--- src/rtl/core/tti_pkg.sv ---
// shared types and constants for the timed track interpolator
package tti_pkg;

    localparam logic [1:0] ACT_CLEAR  = 2'd0;
    localparam logic [1:0] ACT_APPEND = 2'd1;
    localparam logic [1:0] ACT_QUERY  = 2'd2;
    localparam logic [1:0] ACT_UNUSED = 2'd3;

    localparam int PT_W = 106;

    // datapath commands
    typedef struct packed {
        logic clear;
        logic append;
        logic start_query;
        logic search_rd;
        logic search_upd;
        logic rd_s1;
        logic cap_s;
        logic cap_s1;
        logic div_start;
        logic out_empty;
        logic out_point;
        logic out_interp;
    } cmd_t;

    // datapath status
    typedef struct packed {
        logic empty;
        logic search_done;
        logic use_point;
        logic div_done;
    } stat_t;

endpackage

--- src/rtl/core/tti_ctrl.sv ---
// sequencer for table updates, binary search and interpolation
module tti_ctrl (
    input  logic           clk,
    input  logic           rst_n,
    input  logic           in_valid,
    input  logic [1:0]     action,
    output logic           in_ready,
    output logic           out_valid,
    input  logic           out_ready,
    output tti_pkg::cmd_t  cmd,
    input  tti_pkg::stat_t stat
);

    typedef enum logic [3:0] {
        S_IDLE, S_SRD, S_SUPD, S_RS, S_RS1, S_CS, S_CS1, S_DEC, S_DIV, S_OUT
    } state_t;

    state_t state_reg;
    logic   out_valid_reg;
    logic   acc;

    assign out_valid = out_valid_reg;
    assign in_ready = (state_reg == S_IDLE) && !out_valid_reg;
    assign acc = in_valid && in_ready;

    always_comb
    begin
        cmd = '0;
        cmd.clear       = acc && action == tti_pkg::ACT_CLEAR;
        cmd.append      = acc && action == tti_pkg::ACT_APPEND;
        cmd.start_query = acc && action == tti_pkg::ACT_QUERY;
        cmd.out_empty   = cmd.start_query && stat.empty;
        cmd.search_rd   = state_reg == S_SRD;
        cmd.search_upd  = state_reg == S_SUPD;
        cmd.rd_s1       = state_reg == S_RS1;
        cmd.cap_s       = state_reg == S_RS1;
        cmd.cap_s1      = state_reg == S_CS;
        cmd.out_point   = state_reg == S_DEC && stat.use_point;
        cmd.div_start   = state_reg == S_DEC && !stat.use_point;
        cmd.out_interp  = state_reg == S_DIV && stat.div_done;
    end

    always_ff @(posedge clk or negedge rst_n)
    begin
        if (!rst_n)
        begin
            state_reg     <= S_IDLE;
            out_valid_reg <= 1'b0;
        end
        else
        begin
            if (out_valid_reg && out_ready)
                out_valid_reg <= 1'b0;
            case (state_reg)
                S_IDLE:
                begin
                    if (cmd.start_query)
                    begin
                        if (stat.empty)
                            out_valid_reg <= 1'b1;
                        else
                            state_reg <= S_SRD;
                    end
                end
                S_SRD:  state_reg <= stat.search_done ? S_RS : S_SUPD;
                S_SUPD: state_reg <= S_SRD;
                S_RS:   state_reg <= S_RS1;
                S_RS1:  state_reg <= S_CS;
                S_CS:   state_reg <= S_CS1;
                S_CS1:  state_reg <= S_DEC;
                S_DEC:
                begin
                    if (stat.use_point)
                    begin
                        out_valid_reg <= 1'b1;
                        state_reg     <= S_IDLE;
                    end
                    else
                        state_reg <= S_DIV;
                end
                S_DIV:
                begin
                    if (stat.div_done)
                    begin
                        out_valid_reg <= 1'b1;
                        state_reg     <= S_IDLE;
                    end
                end
                default: state_reg <= S_IDLE;
            endcase
        end
    end

endmodule

--- config.mk ---
export PLATFORM = sky130hd
export DESIGN_NAME = tti_ctrl
export DESIGN_NICKNAME = d
export VERILOG_FILES = /design/src/rtl/core/tti_pkg.sv /design/src/rtl/core/tti_ctrl.sv
export SDC_FILE = /design/constraint.sdc
export NUM_CORES = 1
export LEC_CHECK = 0
export BUFFER_PORTS_ARGS = -buffer_cell sky130_fd_sc_hd__buf_2
export CORE_AREA = 2 2 39 41
export CTS_BUF_LIST = sky130_fd_sc_hd__clkbuf_16
export DETAILED_ROUTE_END_ITERATION = 16
export DIE_AREA = 0 0 41 43
export GPL_TIMING_DRIVEN = 0
export SETUP_SLACK_MARGIN = 0.5
export SYNTH_ARGS = -nofsm -noshare
export SYNTH_HDL_FRONTEND = slang
export SYNTH_SLANG_ARGS = --single-unit
--- constraint.sdc ---
create_clock -name clk -period 4.35 [get_ports clk]
set_input_delay 0.435 -clock clk [delete_from_list [all_inputs] [get_ports clk]]
set_output_delay 0.435 -clock clk [all_outputs]
set_load 0.03 [all_outputs]
# After elaboration in Yosys (flattened, before gate mapping)
# Index checks and enable logic that the tools add are counted.
# totals
ff_bits	5
input_bits	10
word_cells	42
# classes
eq_ne	13
muxes	12
n_reduce_logical	15
# ops
op	count
$pmux 4 s9	1
$eq 4x3->1 const B	4
$mux 4	4
$logic_and 1x1->1	10
$eq 4x2->1 const B	2
$mux 1	6
$ne 2x2->1 const B	3
$eq 4x1->1 const B	1
$eq 4x4->1 const B	1
$logic_not 4->1	1
$pmux 1 s3	1
$reduce_and 3->1	1
$eq 2x1->1 const B	1
$eq 2x2->1 const B	1
$logic_not 1->1	2
$logic_not 2->1	1

# Depth between registers and ports, before layout
# logic_depth
ltp_word	6
depth_mapped	4
mapped_depth_nobuf	3

# Worst setup path after synthesis
# No wires, ideal clock.
# synth_timing
path_kind	register to output
from	register state_reg[2]
to	output cmd[11] (netlist bit)
arrival_ns	2.013
required_ns	3.915
path_slack_ns	1.902
path_stages_with_launch	4
path_cell_list	dfrtp_1 buf_6 or4_4 nor4_1
# synth_rtl
element	line_no	rtl
start, declared	tti_ctrl.sv:18	state_t state_reg;
start signal, assigned	tti_ctrl.sv:65	S_SRD: state_reg <= stat.search_done ? S_RS : S_SUPD;
end, declared	tti_ctrl.sv:10	output tti_pkg::cmd_t cmd,

==> flow_metrics.env <==
export IMPL_status="complete, no violations"
export IMPL_num_vias=404
export IMPL_clk_insertion_delay_late_ns=0.23
export IMPL_start_kind="flip-flop"
export IMPL_dr_pass1_iters=4
export IMPL_ys_types=27
export IMPL_antenna_found_initial=0
export IMPL_critical_path_required_ns=3.91
export IMPL_nFillCells=140
export IMPL_grt_usage_pct=10.9
export IMPL_multi_input_area_um2=219
export IMPL_drc_errors=0
export IMPL_grt_overflow=0
export IMPL_drtIter0Drc=5
export IMPL_htreeDepth=1
export IMPL_antenna_cells=0
export IMPL_die_area_um2=1760
export IMPL_cts_buffers_inserted=3
export IMPL_regArea_um2=125
export IMPL_final_cell_mix="buf_2, nor2_1, dfrtp_1"
export IMPL_fin_tns_setup_ns=0
export IMPL_cts_repair_resized=0
export IMPL_skew_ns=0.000226
export IMPL_ctsHoldBuffers=0
export IMPL_wl_um=884
export IMPL_slowest_stage="or4_4"
export IMPL_fp_dieH_um=43
export IMPL_tightest_slew_ns=0.339
export IMPL_cts_sinks=5
export IMPL_maxSlewHeadroom_pct=77.1
export IMPL_yosys_warnings=0
export IMPL_area_growth_pct=54.1
export IMPL_crit_path_max_incr_delay_ns=0.62
export IMPL_syn_area_per_cell_um2=9.19
export IMPL_path_cells="or4_4, nor4b_2, buf_2"
export IMPL_grt_pass1_wl_um=1220
export IMPL_syn_num_nets=53
export IMPL_viasPerCell=4.70
export IMPL_end_kind="output port"
export IMPL_ios=24
export IMPL_peakVddDrop_mv=0.438
export IMPL_holdWs_ns=0.0153
export IMPL_finalMaxSlewViolations=0
export IMPL_gp_routability_congestion=0.749
export IMPL_hold_violations=0
export IMPL_grt_pass1_vias=324
export IMPL_min_period_ns=2.24
export IMPL_drive_gt1_share_pct=48.6
export IMPL_start_util_pct=28.6
export IMPL_place_area_um2=531
export IMPL_period_share_pct=51.6
export IMPL_maxCapViolCount=0
export IMPL_dp_final_hpwl_um=674
export IMPL_synth_seq_cells=5
export IMPL_cp_top_family="simple AND/OR/NAND/NOR gates"
export IMPL_syn_inst=43
export IMPL_syn_area_um2=395
export IMPL_final_area_um2=609
export IMPL_nets=81
export IMPL_clkTransAtPathRegs_ns=0.03
export IMPL_arrival_ns=1.81
export IMPL_std_cell_rows=14
export IMPL_final_common_cell="buf_2"
export IMPL_die_w_um=41
export IMPL_rsz0062_at_grt="no"
export IMPL_core_um2=1380
export IMPL_clockBufferDepth=2
export IMPL_synth_yosys_seq_area_share_pct=31.6
export IMPL_grt_max_degree=11
export IMPL_cts_root_buf="clkbuf_16"
export IMPL_critPathMaxFanout=8
export IMPL_totalPowerFinal_uw=491
export IMPL_ff2ff_setup_slack_ns=2.88
export IMPL_p_per_area_nw_per_um2=805
export IMPL_setup_viol=0
export IMPL_port_buffers=23
export IMPL_hp_class="primary input to asynchronous set/reset pin"
export IMPL_power_leakage_uw=0.000333
export IMPL_ant_nets=0
export IMPL_path_class="flip-flop to output port"
export IMPL_wl_per_cell_um=10.3
export IMPL_fmax_ghz=0.446
export IMPL_postCtsSetupRepairBufs=0
export IMPL_largest_reg_flops=4
export IMPL_cts_tree="yes"
export IMPL_critPathBufInv=1
==> area by class of cell <==
| class | count | area share, % |
|---|---|---|
| plain buffers | 4 | 7.19 |
| clock buffers | 3 | 12.3 |
| clock inverters | 1 | 0.616 |
| inverters | 2 | 1.23 |
| multi-input cells | 32 | 35.9 |
| flip-flops and latches | 5 | 20.5 |
| well taps | 16 | 3.29 |
| repair buffers | 23 | 18.9 |
==> worst paths after layout <==
path,end,from,depth (start not counted)
max,cmd[10],state_reg[3],3
min,state_reg[1],rst_n,1
max reg2reg,out_valid,state_reg[3],3
min reg2reg,state_reg[1],state_reg[3],1
max in group asynchronous,out_valid,rst_n,1
min in group clk,state_reg[0],stat[3],3
==> cell usage after synthesis <==
cell,instances,area share [%]
buf_4,1,1.9
or4_4,1,2.8
nand4bb_1,1,2.8
a21o_1,1,1.9
nor4_1,1,1.6
a21oi_1,2,2.5
nor4b_2,1,3.8
buf_12,1,5.1
nor3_4,1,4.1
or2b_1,1,1.9
nor3_1,3,3.8
mux2_2,1,2.8
xor2_1,1,2.2
nand3b_1,1,1.9
nor4b_1,2,4.4
or3_1,1,1.6
nor2b_1,1,1.6
buf_6,1,2.8
inv_1,2,1.9
nand3_1,1,1.3
nor2_1,6,5.7
dfrtp_1,5,32
or4_1,1,1.9
and2_1,1,1.6
nand2b_1,2,3.2
nand2_1,2,1.9
buf_2,1,1.3
==> metal layers <==
layer  vias up  wire, µm  GRT usage [%]
li1        202         -              -
met1       185       402           14.1
met2        14       402           12.8
met3         3        56           4.71
met4         0        22           10.0
met5         -         0              0
==> stage by stage <==
stage	std cells	utilization, %	setup slack, ns
global route	86	44.0	2.06
CTS	86	44.0	2.10
finish	86	44.0	2.11
floorplan	43	-	1.90
detailed placement	82	38.3	2.37
global placement	82	38.3	2.38
==> power by group <==
part           switching [µW]  internal (µW)
Sequential               13.4           66.0
Clock                    28.4            119
Combinational             158            106
Total                     200            291
==> worst register-to-register path: stages, from the launching register on <==
cell and delay, ns:
dfrtp_1 0.45, or4_4 0.62, nor3_4 0.20, or4_1 0.13
==> logic make-up after synthesis <==
group | after synthesis | share of synthesized area (%)
buf+inv | 6 | 13.0
flops | 5 | 31.6
xor+xnor | 1 | 2.22
simple gates | 27 | 45.9
compound gates | 3 | 4.43
mux | 1 | 2.85
Note: power is estimated with default switching activity, not from simulation.
